File: config.mk
export PLATFORM = sky130hd
export DESIGN_NAME = text_whitespace_normalizer
export DESIGN_NICKNAME = d
export VERILOG_FILES = /design/src/rtl/tnw_pkg.sv /design/src/rtl/tnw_ctrl.sv /design/src/rtl/tnw_datapath.sv /design/src/rtl/text_whitespace_normalizer.sv
export SDC_FILE = /design/constraint.sdc
export NUM_CORES = 1
export LEC_CHECK = 0
export ABC_AREA = 1
export BUFFER_PORTS_ARGS = -buffer_cell sky130_fd_sc_hd__buf_2
export CAP_MARGIN = 40
export CORE_MARGIN = 4
export CORE_UTILIZATION = 62
export DETAILED_ROUTE_END_ITERATION = 12
export PLACE_DENSITY = 0.85
export SETUP_SLACK_MARGIN = 0.3
export SLEW_MARGIN = 40
export SYNTH_ARGS = -nofsm -noshare
export SYNTH_HDL_FRONTEND = slang
export SYNTH_HIERARCHICAL = 1
export SYNTH_SLANG_ARGS = --single-unit
File: constraint.sdc
create_clock -name clk -period 5.41 [get_ports clk]
set_input_delay 1.3525 -clock clk [delete_from_list [all_inputs] [get_ports clk]]
set_output_delay 1.3525 -clock clk [all_outputs]
set_load 0.01 [all_outputs]
File: src/rtl/tnw_pkg.sv
// package for the text whitespace normalizer
// character constants, register map and the controller/datapath interface types
// no dependencies
`timescale 1ns / 1ps
`default_nettype none

package tnw_pkg;

  localparam int unsigned CHAR_W = 8;

  // character codes
  localparam logic [CHAR_W-1:0] CHR_SPACE   = 8'h20;
  localparam logic [CHAR_W-1:0] CHR_UPPER_A = 8'h41;
  localparam logic [CHAR_W-1:0] CHR_UPPER_Z = 8'h5a;
  localparam logic [CHAR_W-1:0] CASE_OFFSET = 8'd32;
  localparam logic [CHAR_W-1:0] CHR_TAB     = 8'h09;
  localparam logic [CHAR_W-1:0] CHR_CR      = 8'h0d;
  localparam int unsigned       HIGH_BIT    = 7;

  // register map
  localparam int unsigned APB_ADDR_W          = 3;
  localparam int unsigned APB_DATA_W          = 32;
  localparam logic        REG_SENTENCE_MODE   = 1'b0;
  localparam logic        SENTENCE_MODE_RESET = 1'b1;

  // controller to datapath
  typedef struct packed {
    logic accept;      // input beat taken this cycle
    logic flush_load;  // move one buffered whitespace byte to the output
    logic char_load;   // move the held text byte to the output
  } tnw_cmd_t;

  // datapath to controller
  typedef struct packed {
    logic out_free;    // output register can take a beat this cycle
    logic need_flush;  // current input byte must first drain the buffer
    logic flush_done;  // the byte being drained is the last buffered one
  } tnw_status_t;

endpackage

`default_nettype wire

File: src/rtl/tnw_ctrl.sv
// controller for the text whitespace normalizer
// sequences input acceptance, buffer drain and held byte emission
// depends on tnw_pkg
`timescale 1ns / 1ps
`default_nettype none

module tnw_ctrl
  import tnw_pkg::*;
(
  input  wire         clk,
  input  wire         rst,
  input  wire         s_tvalid,
  output logic        s_tready,
  input  tnw_status_t status,
  output tnw_cmd_t    cmd
);

  typedef enum logic [2:0] {
    S_IDLE  = 3'b001,
    S_FLUSH = 3'b010,
    S_CHAR  = 3'b100
  } state_t;

  state_t state, state_next;

  assign s_tready       = (state == S_IDLE) && status.out_free;
  assign cmd.accept     = s_tvalid && s_tready;
  assign cmd.flush_load = (state == S_FLUSH) && status.out_free;
  assign cmd.char_load  = (state == S_CHAR) && status.out_free;

  always_comb begin
    state_next = state;
    unique case (state)
      S_IDLE: begin
        if (cmd.accept && status.need_flush) state_next = S_FLUSH;
      end
      S_FLUSH: begin
        if (cmd.flush_load && status.flush_done) state_next = S_CHAR;
      end
      S_CHAR: begin
        if (cmd.char_load) state_next = S_IDLE;
      end
      default: state_next = S_IDLE;
    endcase
  end

  always_ff @(posedge clk) begin
    if (rst) begin
      state <= S_IDLE;
    end else begin
      state <= state_next;
    end
  end

endmodule

`default_nettype wire

File: src/rtl/tnw_datapath.sv
// datapath for the text whitespace normalizer
// byte mapping, run collapse, pending whitespace buffer and output register
// depends on tnw_pkg
`timescale 1ns / 1ps
`default_nettype none

module tnw_datapath
  import tnw_pkg::*;
#(
  parameter int unsigned DEPTH = 16
) (
  input  wire                clk,
  input  wire                rst,
  input  wire                cfg_we,
  input  wire                cfg_mode,
  output logic               sentence_mode,
  input  wire  [CHAR_W-1:0]  s_tdata,
  input  wire                s_tlast,
  input  tnw_cmd_t           cmd,
  output tnw_status_t        status,
  output logic               m_tvalid,
  input  wire                m_tready,
  output logic [CHAR_W-1:0]  m_tdata,   // char_out
  output logic [1:0]         m_tuser,   // [0] char_valid, [1] overflow
  output logic               m_tlast
);

  localparam int unsigned AW = (DEPTH > 1) ? $clog2(DEPTH) : 1;
  localparam int unsigned CW = $clog2(DEPTH + 1);

  // string state
  logic          seen;
  logic          prev_space;
  logic [CW-1:0] count;
  logic          ovf;

  // held text byte while the buffer drains
  logic [CHAR_W-1:0] hold_char;
  logic              hold_last;
  logic [AW-1:0]     idx;

  logic [CHAR_W-1:0] mem [DEPTH];
  logic [CHAR_W-1:0] rd_data;
  logic              rd_en;
  logic [AW-1:0]     rd_addr;

  // output register
  logic              out_valid;
  logic [CHAR_W-1:0] out_char;
  logic              out_cv;
  logic              out_last;
  logic              out_ovf;

  logic [CHAR_W-1:0] mapped;
  logic              is_ws;
  logic              is_sp;
  logic              collapse;
  logic              emit_char;
  logic              emit_mark;
  logic              buf_wr;
  logic              set_ovf;
  logic              do_flush;
  logic              upd_prev;
  logic              clear_str;

  always_comb begin
    mapped = s_tdata;
    if (s_tdata >= CHR_UPPER_A && s_tdata <= CHR_UPPER_Z) mapped = s_tdata + CASE_OFFSET;
    if (s_tdata[HIGH_BIT]) mapped = CHR_SPACE;
  end

  assign is_sp    = (mapped == CHR_SPACE);
  assign is_ws    = is_sp || (mapped >= CHR_TAB && mapped <= CHR_CR);
  assign collapse = is_sp && prev_space;

  always_comb begin
    emit_char = 1'b0;
    emit_mark = 1'b0;
    buf_wr    = 1'b0;
    set_ovf   = 1'b0;
    do_flush  = 1'b0;
    if (!sentence_mode) begin
      if (!collapse) emit_char = 1'b1;
      else if (s_tlast) emit_mark = 1'b1;
    end else if (!is_ws) begin
      if (count == '0) emit_char = 1'b1;
      else do_flush = 1'b1;
    end else begin
      if (seen && !collapse) begin
        if (count < CW'(DEPTH)) buf_wr = 1'b1;
        else set_ovf = 1'b1;
      end
      if (s_tlast) emit_mark = 1'b1;
    end
  end

  assign upd_prev  = (!sentence_mode && !collapse) || (sentence_mode && !is_ws) || buf_wr;
  assign clear_str = cfg_we || (cmd.accept && s_tlast && !do_flush)
                   || (cmd.char_load && hold_last);

  assign status.out_free   = !out_valid || m_tready;
  assign status.need_flush = do_flush;
  assign status.flush_done = ((CW'(idx) + CW'(1)) == count);

  always_ff @(posedge clk) begin
    if (rst) begin
      sentence_mode <= SENTENCE_MODE_RESET;
    end else if (cfg_we) begin
      sentence_mode <= cfg_mode;
    end
  end

  always_ff @(posedge clk) begin
    if (rst || clear_str) begin
      seen       <= 1'b0;
      prev_space <= 1'b0;
      count      <= '0;
      ovf        <= 1'b0;
    end else if (cmd.accept) begin
      if (upd_prev) prev_space <= is_sp;
      if (sentence_mode && !is_ws) seen <= 1'b1;
      if (buf_wr) count <= count + CW'(1);
      if (set_ovf) ovf <= 1'b1;
    end else if (cmd.char_load) begin
      count <= '0;
    end
  end

  always_ff @(posedge clk) begin
    if (cmd.accept) begin
      hold_char <= mapped;
      hold_last <= s_tlast;
      idx       <= '0;
    end else if (cmd.flush_load) begin
      idx <= idx + AW'(1);
    end
  end

  // first read issued with the accept, then one read ahead per drained byte
  assign rd_en   = (cmd.accept && do_flush) || (cmd.flush_load && !status.flush_done);
  assign rd_addr = cmd.accept ? '0 : idx + AW'(1);

  always_ff @(posedge clk) begin
    if (cmd.accept && buf_wr) mem[count[AW-1:0]] <= mapped;
    if (rd_en) rd_data <= mem[rd_addr];
  end

  always_ff @(posedge clk) begin
    if (rst) begin
      out_valid <= 1'b0;
    end else if ((cmd.accept && (emit_char || emit_mark)) || cmd.flush_load
                 || cmd.char_load) begin
      out_valid <= 1'b1;
    end else if (m_tready) begin
      out_valid <= 1'b0;
    end
  end

  always_ff @(posedge clk) begin
    if (cmd.accept && emit_char) begin
      out_char <= mapped;
      out_cv   <= 1'b1;
      out_last <= s_tlast;
      out_ovf  <= ovf;
    end else if (cmd.accept && emit_mark) begin
      out_char <= '0;
      out_cv   <= 1'b0;
      out_last <= 1'b1;
      out_ovf  <= ovf || set_ovf;
    end else if (cmd.flush_load) begin
      out_char <= rd_data;
      out_cv   <= 1'b1;
      out_last <= 1'b0;
      out_ovf  <= ovf;
    end else if (cmd.char_load) begin
      out_char <= hold_char;
      out_cv   <= 1'b1;
      out_last <= hold_last;
      out_ovf  <= ovf;
    end
  end

  assign m_tvalid = out_valid;
  assign m_tdata  = out_char;
  assign m_tuser  = {out_ovf, out_cv};
  assign m_tlast  = out_last;

`ifndef ASSERT_OFF
  a_drain_in_range: assert property (@(posedge clk) disable iff (rst)
    cmd.flush_load |-> (CW'(idx) < count))
    else $error("drain index beyond pending count");

  a_end_clears: assert property (@(posedge clk) disable iff (rst)
    (cmd.char_load && hold_last) |=> (count == '0 && !ovf && !seen && !prev_space))
    else $error("string state not cleared at end of string");

  a_buffer_grows: assert property (@(posedge clk) disable iff (rst)
    (cmd.accept && buf_wr && !s_tlast && !cfg_we) |=> (count == $past(count) + CW'(1)))
    else $error("pending count did not advance on buffered byte");

  a_overflow_sticks: assert property (@(posedge clk) disable iff (rst)
    (cmd.accept && set_ovf && !s_tlast && !cfg_we) |=> ovf)
    else $error("overflow not recorded");
`endif

endmodule

`default_nettype wire

File: src/rtl/text_whitespace_normalizer.sv
// a byte that yields a result goes into the output register on its beat, or into
// hold_char first when it follows buffered whitespace; throughput: one byte per cycle
// while no buffered whitespace is pending and the output is free; the input stalls
// while the buffer drains through its single read port, one byte per free cycle
// reset: synchronous, clears control and string state, sentence_mode returns to 1;
// the pending buffer is not cleared, entries are read only after being written
`timescale 1ns / 1ps
`default_nettype none

module text_whitespace_normalizer
  import tnw_pkg::*;
#(
  parameter int unsigned PENDING_DEPTH = 16
) (
  input  wire                    clk,
  input  wire                    rst,
  // configuration
  input  wire                    psel,
  input  wire                    penable,
  input  wire                    pwrite,
  input  wire  [APB_ADDR_W-1:0]  paddr,
  input  wire  [APB_DATA_W-1:0]  pwdata,
  output logic [APB_DATA_W-1:0]  prdata,
  output logic                   pready,
  // input stream
  input  wire                    s_tvalid,
  output logic                   s_tready,
  input  wire  [CHAR_W-1:0]      s_tdata,   // char_in
  input  wire                    s_tlast,   // last_in
  // output stream
  output logic                   m_tvalid,
  input  wire                    m_tready,
  output logic [CHAR_W-1:0]      m_tdata,   // char_out
  output logic [1:0]             m_tuser,   // [0] char_valid, [1] overflow
  output logic                   m_tlast    // last_out
);

  tnw_cmd_t    cmd;
  tnw_status_t status;
  logic        cfg_we;
  logic        sentence_mode;
  logic        sel_mode;

  assign pready   = 1'b1;
  assign sel_mode = (paddr[2] == REG_SENTENCE_MODE);
  assign cfg_we   = psel && penable && pwrite && pready && sel_mode;
  assign prdata   = sel_mode ? {{(APB_DATA_W-1){1'b0}}, sentence_mode} : '0;

  tnw_ctrl u_ctrl (
    .clk      (clk),
    .rst      (rst),
    .s_tvalid (s_tvalid),
    .s_tready (s_tready),
    .status   (status),
    .cmd      (cmd)
  );

  tnw_datapath #(
    .DEPTH (PENDING_DEPTH)
  ) u_datapath (
    .clk           (clk),
    .rst           (rst),
    .cfg_we        (cfg_we),
    .cfg_mode      (pwdata[0]),
    .sentence_mode (sentence_mode),
    .s_tdata       (s_tdata),
    .s_tlast       (s_tlast),
    .cmd           (cmd),
    .status        (status),
    .m_tvalid      (m_tvalid),
    .m_tready      (m_tready),
    .m_tdata       (m_tdata),
    .m_tuser       (m_tuser),
    .m_tlast       (m_tlast)
  );

endmodule

`default_nettype wire

# --- After elaboration in Yosys (flattened, before gate mapping) ---
# Memory sizes are Yosys's and may differ from the RTL's. A register that Yosys moved wholly into a read port is not among the register bits.
# Cells that the tools add are included.
word_totals:
  memories: 1
  register_bits: 37
  elab_cells: 134
  out_inout_bits: 46
  ram_bits: 128
op_classes:
  muxes: 49
  n_addsub: 4
  n_lt_le_gt_ge: 5
  bitwise: 1
  n_reduce_logical: 51
  eq_ne: 9
mem_list:
  columns: ["name", "words", "width", "read_ports", "rd_ports_with_merged_regs", "wr", "line", "text"]
  rows:
  - ["u_datapath.mem", 16, 8, 1, 1, 1, "tnw_datapath.sv:42", "logic [CHAR_W-1:0] mem [DEPTH];"]
op_table:
  columns: ["op", "count"]
  rows:
  - ["two-way mux 8 bit", 6]
  - ["two-way mux 1 bit", 35]
  - ["logical AND 1 bit", 23]
  - ["two-way mux 5 bit", 3]
  - ["logical OR 1 bit", 12]
  - ["two-way mux 3 bit", 3]
  - ["case mux 3 bit (3 select lines)", 1]
  - ["adder 8 x 6 -> 8 bit, second input constant", 1]
  - ["== test 8 x 6 -> 1 bit, second input constant", 1]
  - ["greater-or-equal comparator 8 x 4 -> 1 bit, second input constant", 1]
  - ["greater-or-equal comparator 8 x 7 -> 1 bit, second input constant", 1]
  - ["<= comparator 8 x 4 -> 1 bit, second input constant", 1]
  - ["<= comparator 8 x 7 -> 1 bit, second input constant", 1]
  - ["inequality test 2 bit, second input constant", 4]
  - ["AND reduction 2 bit", 4]
  - ["logical NOT 1 bit", 6]
  - ["adder 4 x 1 -> 5 bit, second input constant", 1]
  - ["adder 5 x 1 -> 5 bit, second input constant", 1]
  - ["== test 5 bit", 1]
  - ["logical NOT 5 bit", 1]
  - ["less-than comparator 5 bit, second input constant", 1]
  - ["adder 4 x 1 -> 4 bit, second input constant", 1]
  - ["two-way mux 4 bit", 1]
  - ["nonzero test 2 bit", 2]
  - ["7 further kinds", 7]

# --- Depth between registers and ports, before layout ---
# Gate-level depths: netlist (run 1).
depth:
  depth_word: 14
  mapped_depth: 14
  mapped_depth_nobuf: 14

# --- By module ---
# Netlist (run 1), hierarchy kept.
by_module_without_submodules:
  columns: ["module", "seq_area_each_um2", "area_each_um2", "n_inst", "cells_per_inst"]
  rows:
  - ["tnw_datapath", 4954.8, 7161.9, 1, 595]
  - ["text_whitespace_normalizer", 0.0, 272.8, 1, 40]
  - ["tnw_ctrl", 60.1, 197.7, 1, 30]

# --- Worst setup path before layout (run 1) ---
# No wires, ideal clock.
synth_path:
  kind: "input -> register"
  from: "in m_tready"
  to: "mem u_datapath.mem[3][0], enable pin"
  setup_slack_ns: 1.799
  stages: 11
  t_arrival_ns: 3.241
  required_ns: 5.040
  path_cell_list: "inv_1 -> nand2_1 -> inv_2 -> nor3_2 -> buf_2 -> inv_2 -> nor2_1 -> nand2_4 -> clkinv_2 -> nand2_2 -> nor2_1"
synth_rtl:
  columns: ["element", "line", "text"]
  rows:
  - ["start, declared", "text_whitespace_normalizer.sv:32", "input wire m_tready,"]
  - ["end, declared", "tnw_datapath.sv:42", null]

# --- Final worst setup path (run 1) ---
layout_path:
  from: "in s_tdata[3]"
  to: "mem u_datapath.mem[2][2], enable pin"
layout_between:
  elab_chain_len: 14
  word_cells_on_any_way: 20
  classes_between: "1 x add/sub; 4 x order compare; 1 x eq/ne; 7 x mux; 7 x reduce/logical"
layout_lines:
  columns: ["element", "line", "text"]
  rows:
  - ["start, declared", "text_whitespace_normalizer.sv:28", "input wire [CHAR_W-1:0] s_tdata,"]
  - ["greater-or-equal comparator 8 x 7 -> 1 bit or <= comparator 8 x 7 -> 1 bit (tied branches)", "tnw_datapath.sv:68", "if (s_tdata >= CHR_UPPER_A && s_tdata <= CHR_UPPER_Z) mapped = s_tdata + CASE_OFFSET;"]
  - ["logical AND 1 bit", "tnw_datapath.sv:68", null]
  - ["two-way mux 8 bit *", "tnw_datapath.sv:68", null]
  - ["two-way mux 8 bit *", "tnw_datapath.sv:69", "if (s_tdata[HIGH_BIT]) mapped = CHR_SPACE;"]
  - ["net u_datapath.mapped[5]", "tnw_datapath.sv:54", "logic [CHAR_W-1:0] mapped;"]
  - ["parallel branches: the longest is 5 deep, another holds greater-or-equal comparator 8 x 4 -> 1 bit", null, null]
  - ["two-way mux 1 bit *", "tnw_datapath.sv:85", "end else if (!is_ws) begin"]
  - ["two-way mux 1 bit *", "tnw_datapath.sv:82", "if (!sentence_mode) begin"]
  - ["logical AND 1 bit *", "tnw_datapath.sv:144", "if (cmd.accept && buf_wr) mem[count[AW-1:0]] <= mapped;"]
  - ["two-way mux 1 bit *", "tnw_datapath.sv:144", null]
  - ["two-way mux 1 bit (implied by the code) *", "tnw_datapath.sv:144", null]
# Mark *: on every way through the listed nets, which the timed path passes.

==> flow_metrics.tcl, run 1 <==
set metrics [dict create \
    synthAdderAreaFrac 0.00984 \
    drtIter0Drc 643 \
    htreeDepth 4 \
    relSlewSlack 0.404 \
    wl_met2_mm 8.45 \
    rsz0062_at_grt "no" \
    ios 97 \
    clk_latency_ns 0.43 \
    avgViaCountPerCell 6.18 \
    maxSlewViolCount 0 \
    synth_top_cells_by_area "edfxtp_1 61%, dfxtp_1 4.7%, nor2_1 4.5%" \
    cp_max_fo 18 \
    die_y_um 119 \
    synth_compound_gate_area_share 0.104 \
    final_nets 752 \
    area_growth_pct 10.6 \
    antennaDiodeCount 0 \
    yosys.area.top_type_share 0.610 \
    met1_length_mm 6.34 \
    synth_top_family_by_area "simple AND/OR/NAND/NOR gates" \
    period_share 0.727 \
    yosys_most_used_dff "edfxtp_1" \
    seq_area_frac_synth 0.657 \
    ant_nets 0 \
    yosys_warnings 6 \
    grt_pass1_wl_mm 26.6 \
    clock_sinks 173 \
    fmax_mhz 254 \
    synthArstFlopShare 0 \
    arrival_ns 3.99 \
    gp_congestion 0.865 \
    drv_cap 0 \
    yosys.area_share.simple 0.136 \
    yosys-mux-area-fraction 0.0105 \
    hold_viol 0 \
    drc 0 \
    syn_inst 665 \
    critPathKind "in2reg" \
    synth_xor_area_frac 0.00787 \
    tns_ns 0 \
    start_util 0.635 \
    cts_hold_repair.buffers 0 \
    dp_hpwl_mm 10.5 \
    instances_no_fill 854 \
    met3WireLength_mm 1.85 \
    multi_input_area_mm2 0.00220 \
    grt_pass1_vias 4981 \
    dieArea_mm2 0.0141 \
    fin_util 0.703 \
    route.detailed.wl_per_inst_um 20.2 \
    port-buffer-count 31 \
    overflow 0 \
    tightest_slew_ns 0.891 \
    irDropWorstVdd_mv 0.345 \
    synth_top_cell_by_area "edfxtp_1" \
    dpl_cell_area_mm2 0.00780 \
    die_x_um 119 \
    p_per_area_mw_per_mm2 343 \
    grt_start_max_net_pins 65 \
    totalWireLength_mm 17.3 \
    cts_tree "built" \
    crit_chain "buf_2, nor2_1, nand3_1, nand3_1, nand2_1, inv_1, nand2_1, nand2_2, nand2_4, nor2_4, nand2_4, clkinv_2, nand2_2, nor2_1" \
    hold-worst-slack_ns 0.468 \
    leakagePower_nw 3.10 \
    clockBufferDepth 2 \
    regArea_mm2 0.00501 \
    cts_root_buf "clkbuf_16" \
    worst-path-buf-inv 3 \
    cts_setup_buffers 0 \
    routed.top_layer "met4" \
    clk_pin_slew_worst_paths_ns 0.07 \
    postCtsResizedCells 0 \
    cpMaxStageDelayCell "nor2_1" \
    path_delay_family "simple AND/OR/NAND/NOR gates" \
    nFillCells 755 \
    layout_min_cycle_time_ns 3.93 \
    fin_area_mm2 0.00844 \
    min_path_type "reg2reg" \
    yosysMostFrequentCell "edfxtp_1" \
    finalSetupViolCount 0 \
    synth_cell_types 44 \
    rows 40 \
    firstDrtPassIters 5 \
    start_kind "input port" \
    cp.required_ns 5.47 \
    status "finished clean" \
    vias 5274 \
    synth-edff-count 155 \
    finClkSkew_ns 0.00888 \
    grt_use_total 0.250 \
    cts_buffers 17 \
    worstSetupEndpointType "register" \
    critPathMaxStageDelay_ns 0.69 \
    yosys_register_bits 173 \
    synthTopCellsByCount "155 x edfxtp_1, 92 x nor2_1, 87 x nand2_1, 44 x inv_1, 36 x buf_4" \
    synth_area_per_cell_um2 11.5 \
    drive_above_1_share 0.158 \
    antenna_found_initial 0 \
    place_inst 823 \
    syn_area_mm2 0.00763 \
    core_mm2 0.0120 \
]
tightest hold or removal path: cells and delay by family (launching register included):
kind | cells | cell delay, ns
flip-flops | 1 | 0.30
buffers and inverters | 1 | 0.06
AO/OA/AOI/OAI | 1 | 0.06
final timing paths:
path,startpoint,endpoint,slack (ns),cells after the start
max reg2reg,u_datapath/idx[0],u_datapath/rd_data[1],2.10,7
min reg2reg,u_datapath/ovf,u_datapath/ovf,0.47,2
min,u_datapath/ovf,u_datapath/ovf,0.47,2
max,s_tdata[3],u_datapath/mem[2][2],1.48,14
layout make-up:
| class | count | share of cell area |
|---|---|---|
| clock buffer | 18 | 0.0509 |
| clock inverter | 13 | 0.0211 |
| sequential | 173 | 0.594 |
| inverter | 52 | 0.0236 |
| multi-input combinational | 410 | 0.261 |
| tap | 147 | 0.0218 |
| timing repair buffer | 41 | 0.0273 |
per-stage QoR:
stage / setup WS (ns) / power, mW
2_1_floorplan: 1.80 / 1.63
3_3_place_gp: 1.20 / 1.66
3_5_place_dp: 1.01 / 1.67
4_1_cts: 1.47 / 2.90
5_1_grt: 1.39 / 2.98
6_report: 1.48 / 2.89
sequential cells by signal, indices dropped and copies added, names as in the netlist, 3 cells and up:
| name | count |
|---|---|
| u_datapath/rd_data | 8 |
| u_datapath/idx | 4 |
| u_datapath/m_tdata | 8 |
| u_datapath/count | 5 |
| u_datapath/mem | 128 |
| u_ctrl/state | 3 |
| u_datapath/hold_char | 8 |
layer usage:
metal	GRT usage	vias to the layer above
met5	0	-
met4	0.106	0
met3	0.0655	48
met2	0.407	356
met1	0.319	2511
li1	-	2359
kinds of logic after synthesis:
logic type | after synthesis
multiplexers | 8
buffers and inverters | 112
other | 2
AO/OA/AOI/OAI | 118
AND/OR/NAND/NOR | 240
adder cells (fa/ha/maj) | 6
XOR/XNOR | 6
flip-flops | 173
where the power goes:
group | internal, mW | switching, mW | leakage (nW)
Sequential | 1.47 | 0.00536 | 1.57
Combinational | 0.0460 | 0.121 | 1.24
Clock | 0.734 | 0.511 | 0.296
placed cells by master (no fill, tap or decap), drive strengths merged, types with 3 or more instances in the layout:
| cell | Yosys | final |
|---|---|---|
| a21oi | 22 | 22 |
| a311o | 6 | 6 |
| buf | 40 | 41 |
| bufinv | 0 | 3 |
| clkbuf | 20 | 18 |
| clkinv | 2 | 7 |
| conb | 2 | 32 |
| dfxtp | 18 | 18 |
| edfxtp | 155 | 155 |
| ha | 6 | 6 |
| inv | 50 | 55 |
| mux2i | 8 | 8 |
| nand2 | 97 | 97 |
| nand3 | 32 | 32 |
| nand4 | 5 | 5 |
| nor2 | 100 | 100 |
| nor3 | 3 | 3 |
| o211ai | 13 | 13 |
| o21ai | 33 | 33 |
| o221ai | 17 | 17 |
| o22ai | 12 | 12 |
| o311ai | 8 | 8 |
| xor2 | 4 | 4 |
(Power assumes the default switching activity.)
==> run 2: changes to the inputs <==
--- a/config.mk
+++ b/config.mk
@@ -5,13 +5,13 @@
 export SDC_FILE = /design/constraint.sdc
 export NUM_CORES = 1
 export LEC_CHECK = 0
-export ABC_AREA = 1
+export ABC_AREA = 0
 export BUFFER_PORTS_ARGS = -buffer_cell sky130_fd_sc_hd__buf_2
 export CAP_MARGIN = 40
 export CORE_MARGIN = 4
-export CORE_UTILIZATION = 62
+export CORE_UTILIZATION = 52
 export DETAILED_ROUTE_END_ITERATION = 12
-export PLACE_DENSITY = 0.85
+export PLACE_DENSITY = 0.76
 export SETUP_SLACK_MARGIN = 0.3
 export SLEW_MARGIN = 40
 export SYNTH_ARGS = -nofsm -noshare
==> constraint.sdc (replaced) <==
create_clock -name clk -period 3.5 [get_ports clk]
set_input_delay 0.875 -clock clk [delete_from_list [all_inputs] [get_ports clk]]
set_output_delay 0.875 -clock clk [all_outputs]
set_load 0.01 [all_outputs]
==> flow_metrics.tcl, run 2 <==
set metrics [dict create \
    fin_area_mm2 0.00863 \
    dieArea_mm2 0.0170 \
    fmax_mhz 336 \
    synth_compound_gate_area_share 0.0633 \
    totalWireLength_mm 15.8 \
    grt_pass1_vias 4314 \
    grt_start_max_net_pins 30 \
    yosys_most_used_dff "edfxtp_1" \
    drc 0 \
    die_y_um 131 \
    synthTopCellsByCount "155 x edfxtp_1, 50 x mux2i_1, 38 x buf_4, 23 x and3_1, 18 x dfxtp_1" \
    p_per_area_mw_per_mm2 495 \
    finalSetupViolCount 0 \
    power_mw 4.27 \
    vias 4446 \
    grt_pass1_wl_mm 24.2 \
    overflow 0 \
    cts_hold_repair.buffers 0 \
    instances_no_fill 749 \
    final_nets 609 \
    dp_hpwl_mm 10.3 \
    relSlewSlack 0.448 \
    yosys_register_bits 173 \
    cts_setup_buffers 0 \
    port-buffer-count 31 \
    route.detailed.wl_per_inst_um 21.1 \
    yosys_warnings 6 \
    cts_root_buf "clkbuf_16" \
    gp_congestion 0.826 \
    firstDrtPassIters 4 \
    synth_xor_area_frac 0.00897 \
    drive_above_1_share 0.234 \
    drtIter0Drc 503 \
    syn_area_mm2 0.00781 \
    tightest_slew_ns 0.828 \
    timing.final.ws_setup_ns 0.524 \
    yosys.area.top_type_share 0.596 \
    synth_cell_types 69 \
    dpl_cell_area_mm2 0.00807 \
    nFillCells 1099 \
    arrival_ns 3.13 \
    area_growth_pct 10.6 \
    status "finished clean" \
    cts_buffers 17 \
    ios 97 \
    core_mm2 0.0146 \
    leakagePower_nw 2.94 \
    die_x_um 131 \
    synth_top_cell_by_area "edfxtp_1" \
    synthArstFlopShare 0 \
    cp.required_ns 3.65 \
    period_share 0.850 \
    start_kind "input port" \
    layout_common_cells "155 x edfxtp_1, 50 x mux2i_1, 32 x conb_1" \
    finClkSkew_ns 0.00836 \
    antenna_found_initial 0 \
    ant_nets 0 \
    worstSetupEndpointType "register" \
    critPathKind "in2reg" \
    place_inst 717 \
    rsz0062_at_grt "no" \
    cts_tree "built" \
    clk_pin_slew_worst_paths_ns 0.06 \
    seq_area_frac_synth 0.642 \
    yosys-mux-area-fraction 0.136 \
    largest_reg_flops 128 \
    pre_cts_ws_ns 0.137 \
    grt_use_total 0.194 \
    yosysMostFrequentCell "edfxtp_1" \
    synth-edff-count 155 \
    irDropWorstVdd_mv 0.340 \
    synth_area_per_cell_um2 15.1 \
    yosys.area_share.simple 0.0845 \
    syn_inst 517 \
    final_common_cell "edfxtp_1" \
    clock_sinks 173 \
    synth_top_family_by_area "multiplexers" \
    clk_latency_ns 0.42 \
    synthAdderAreaFrac 0.00962 \
    htreeDepth 4 \
    min_path_type "reg2reg" \
    synth_top_cells_by_area "edfxtp_1 60%, mux2i_1 6.4%, dfxtp_1 4.6%" \
    maxSlewViolCount 0 \
    rows 44 \
    drv_cap 0 \
    hold_viol 0 \
    antennaDiodeCount 0 \
    postCtsResizedCells 0 \
    tns_ns 0 \
    start_util 0.533 \
    clockBufferDepth 2 \
    layout_min_cycle_time_ns 2.98 \
    cp_max_fo 23 \
    avgViaCountPerCell 5.94 \
]
run 2: changes by cell type after synthesis, sizes merged, moves of 24 or more:
cell,delta
and3,+24
inv,-42
mux2i,+42
nand2,-82
nand3,-26
nor2,-84
run 2: area by class of cell:
type	count	area (um2)	share of cell area
Sequential cell	173	5010	0.581
Multi-Input combinational cell	303	2510	0.290
Timing Repair Buffer	49	303	0.0351
Inverter	8	30.0	0.00348
Clock inverter	13	118	0.0136
Clock buffer	19	433	0.0501
Tap cell	184	230	0.0267
run 2: report_power, final:
part	switching (mW)	internal (mW)
sequential	0.00856	2.27
clock	0.772	0.981
combinational	0.150	0.0842
run 2: path summary, 6_finish.rpt:
path	start	end	cells past startpoint	slack, ns
max	m_tready	u_datapath/rd_data[3]	8	0.52
min	u_datapath/out_cv	u_datapath/out_cv	2	0.47
min reg2reg	u_datapath/out_cv	u_datapath/out_cv	2	0.47
max reg2reg	u_ctrl/state[2]	u_datapath/rd_data[3]	6	0.73
run 2: cell families (layout without fill, tap and decap cells):
group / Yosys count / after routing
other cells: 2 / 32
buf+inv: 71 / 89
compound gates: 65 / 65
mux: 84 / 84
flops: 173 / 173
fa+ha+maj: 6 / 6
xor+xnor: 8 / 8
simple gates: 108 / 108
run 2: metrics by stage:
step | utilization | hold slack [ns]
6_report | 0.590 | 0.470
2_1_floorplan | - | 0.433
4_1_cts | 0.589 | 0.473
3_5_place_dp | 0.551 | 0.456
3_3_place_gp | 0.551 | 0.453
5_1_grt | 0.590 | 0.537
run 2: layer usage:
layer	GRT usage	vias up	routed length, um
li1	-	2009	-
met1	0.270	2234	6540
met2	0.306	187	7760
met3	0.0443	16	1340
met4	0.0617	0	189
met5	0	-	0
run 2: worst max-delay path, cell delays in order:
cell      delay (ns)
buf_2           0.09
nand2b_1        0.14
and2b_1         0.20
and3_2          0.22
or2_2           0.53
mux4_2          0.55
mux2i_1         0.34
mux2i_1         0.15
==> run 3: changes to the inputs <==
--- a/config.mk
+++ b/config.mk
@@ -9,9 +9,9 @@
 export BUFFER_PORTS_ARGS = -buffer_cell sky130_fd_sc_hd__buf_2
 export CAP_MARGIN = 40
 export CORE_MARGIN = 4
-export CORE_UTILIZATION = 52
+export CORE_UTILIZATION = 30
+export CTS_BUF_LIST = sky130_fd_sc_hd__clkbuf_8 sky130_fd_sc_hd__clkbuf_16
 export DETAILED_ROUTE_END_ITERATION = 12
-export PLACE_DENSITY = 0.76
 export SETUP_SLACK_MARGIN = 0.3
 export SLEW_MARGIN = 40
 export SYNTH_ARGS = -nofsm -noshare
==> flow_metrics.tcl, run 3 (synthesis gave the netlist of run 2 again) <==
set metrics [dict create \
    switching_share 0.233 \
    grtUsageMet1 0.159 \
    timing.final.ws_setup_ns 0.377 \
    antenna_found_initial 0 \
    clk_latency_ns 0.43 \
    start_kind "input port" \
    finalSetupViolCount 0 \
    clockBufferDepth 2 \
    rows 58 \
    core_mm2 0.0254 \
    critPathKind "in2reg" \
    grt_use_met2 0.177 \
    dp_hpwl_mm 10.7 \
    avgViaCountPerCell 4.90 \
    holdCritStartpoint "u_datapath/out_cv" \
    cp.required_ns 3.63 \
    totalWireLength_mm 16.4 \
    route.detailed.wl_per_inst_um 18.3 \
    grt_busiest_layer "met2" \
    largest_reg_flops 128 \
    clk_pin_slew_worst_paths_ns 0.07 \
    die_y_um 169 \
    irDropWorstVdd_mv 0.294 \
    grt_pass1_wl_mm 25.1 \
    comb_power_share 0.054 \
    antennaDiodeCount 0 \
    power.clock.fraction 0.429 \
    ant_nets 0 \
    critPathMostFrequentCell "mux2i_1" \
    tns_ns 0 \
    cpMaxStageDelayCell "or2_2" \
    fmax_mhz 320 \
    hold-worst-slack_ns 0.467 \
    hold_viol 0 \
    worstSetupEndpointType "register" \
    final_common_cell "edfxtp_1" \
    nFillCells 2387 \
    cp_num_cells 8 \
    arrival_ns 3.26 \
    p_seq_frac 0.517 \
    clock_sinks 173 \
    rsz0062_at_grt "no" \
    critPathMaxStageDelay_ns 0.54 \
    vias 4389 \
    drv_cap 0 \
    dieArea_mm2 0.0287 \
    cts_tree "built" \
    postCtsResizedCells 0 \
    cts_buffers 17 \
    firstDrtPassIters 5 \
    use_met3 0.0338 \
    p_sw_mw 1.03 \
    reg2reg_depth 6 \
    port-buffer-count 31 \
    gp_congestion 0.807 \
    leakagePower_nw 2.98 \
    path_delay_family "multiplexers" \
    drtIter0Drc 423 \
    drive_above_1_share 0.242 \
    p_int_mw 3.38 \
    ios 97 \
    drc 0 \
    instances_no_fill 896 \
    place_inst 863 \
    relSlewSlack 0.434 \
    min_path_type "reg2reg" \
    layout_min_cycle_time_ns 3.12 \
    rr_startpoint "u_ctrl/state[2]" \
    final_nets 610 \
    htreeDepth 4 \
    area_growth_pct 13.7 \
    layout_common_cells "155 x edfxtp_1, 50 x mux2i_1, 32 x conb_1" \
    start_util 0.307 \
    finClkSkew_ns 0.00920 \
    grt_start_max_net_pins 30 \
    p_per_area_mw_per_mm2 496 \
    cp_max_fo 23 \
    tightest_slew_ns 0.837 \
    period_share 0.892 \
    maxSlewViolCount 0 \
    pre_cts_ws_ns -0.0314 \
    cp-startpoint "m_tready" \
    status "finished clean" \
    cts_hold_repair.buffers 0 \
    die_x_um 169 \
    overflow 0 \
    crit_chain "buf_2, nand2b_1, and2b_1, and3_2, or2_2, mux4_2, mux2i_1, mux2i_1" \
    worst-path-buf-inv 1 \
    grt_pass1_vias 4427 \
    cts_setup_buffers 0 \
    cts_root_buf "clkbuf_16" \
    hold_path_depth 2 \
    grt_use_total 0.115 \
]
run 3: final timing paths:
kind                                               to  slack [ns]
worst min register to register      u_datapath/out_cv        0.47
worst min-delay path                u_datapath/out_cv        0.47
worst max-delay path            u_datapath/rd_data[0]        0.38
worst max register to register  u_datapath/rd_data[0]        0.56
run 3: metal layers:
metal | part of all wire | wire length [um]
met1 | 0.44 | 7170
met2 | 0.47 | 7730
met3 | 0.079 | 1290
met4 | 0.010 | 167
met5 | 0 | 0
run 3: cell type report:
type | count | area (um2) | share of cell area
Tap cell | 330 | 413 | 0.0465
Clock buffer | 17 | 425 | 0.0479
Timing Repair Buffer | 50 | 318 | 0.0358
Sequential cell | 173 | 5010 | 0.565
Clock inverter | 15 | 170 | 0.0192
Multi-Input combinational cell | 303 | 2510 | 0.282
Inverter | 8 | 30.0 | 0.00338
run 3: power by group through the flow:
stage               clock, mW  combinational (mW)  sequential [mW]
floorplan                   0               0.175             2.33
CTS                      1.92               0.237             2.28
global placement            0               0.230             2.33
global route             2.02               0.260             2.28
finish                   1.89               0.238             2.28
detailed placement          0               0.235             2.33
run 3: stage by stage:
step,cell area [um2],utilization,power [mW]
finish,8880,0.350,4.41
global route,8880,0.350,4.56
CTS,8860,0.349,4.44
detailed placement,8260,0.325,2.56
global placement,8250,0.325,2.56
floorplan,7930,-,2.51
run 3: worst min-delay path, stage by stage (launching register included):
cell and delay (ns):
dfxtp_1 0.31, inv_1 0.05, a31oi_1 0.06
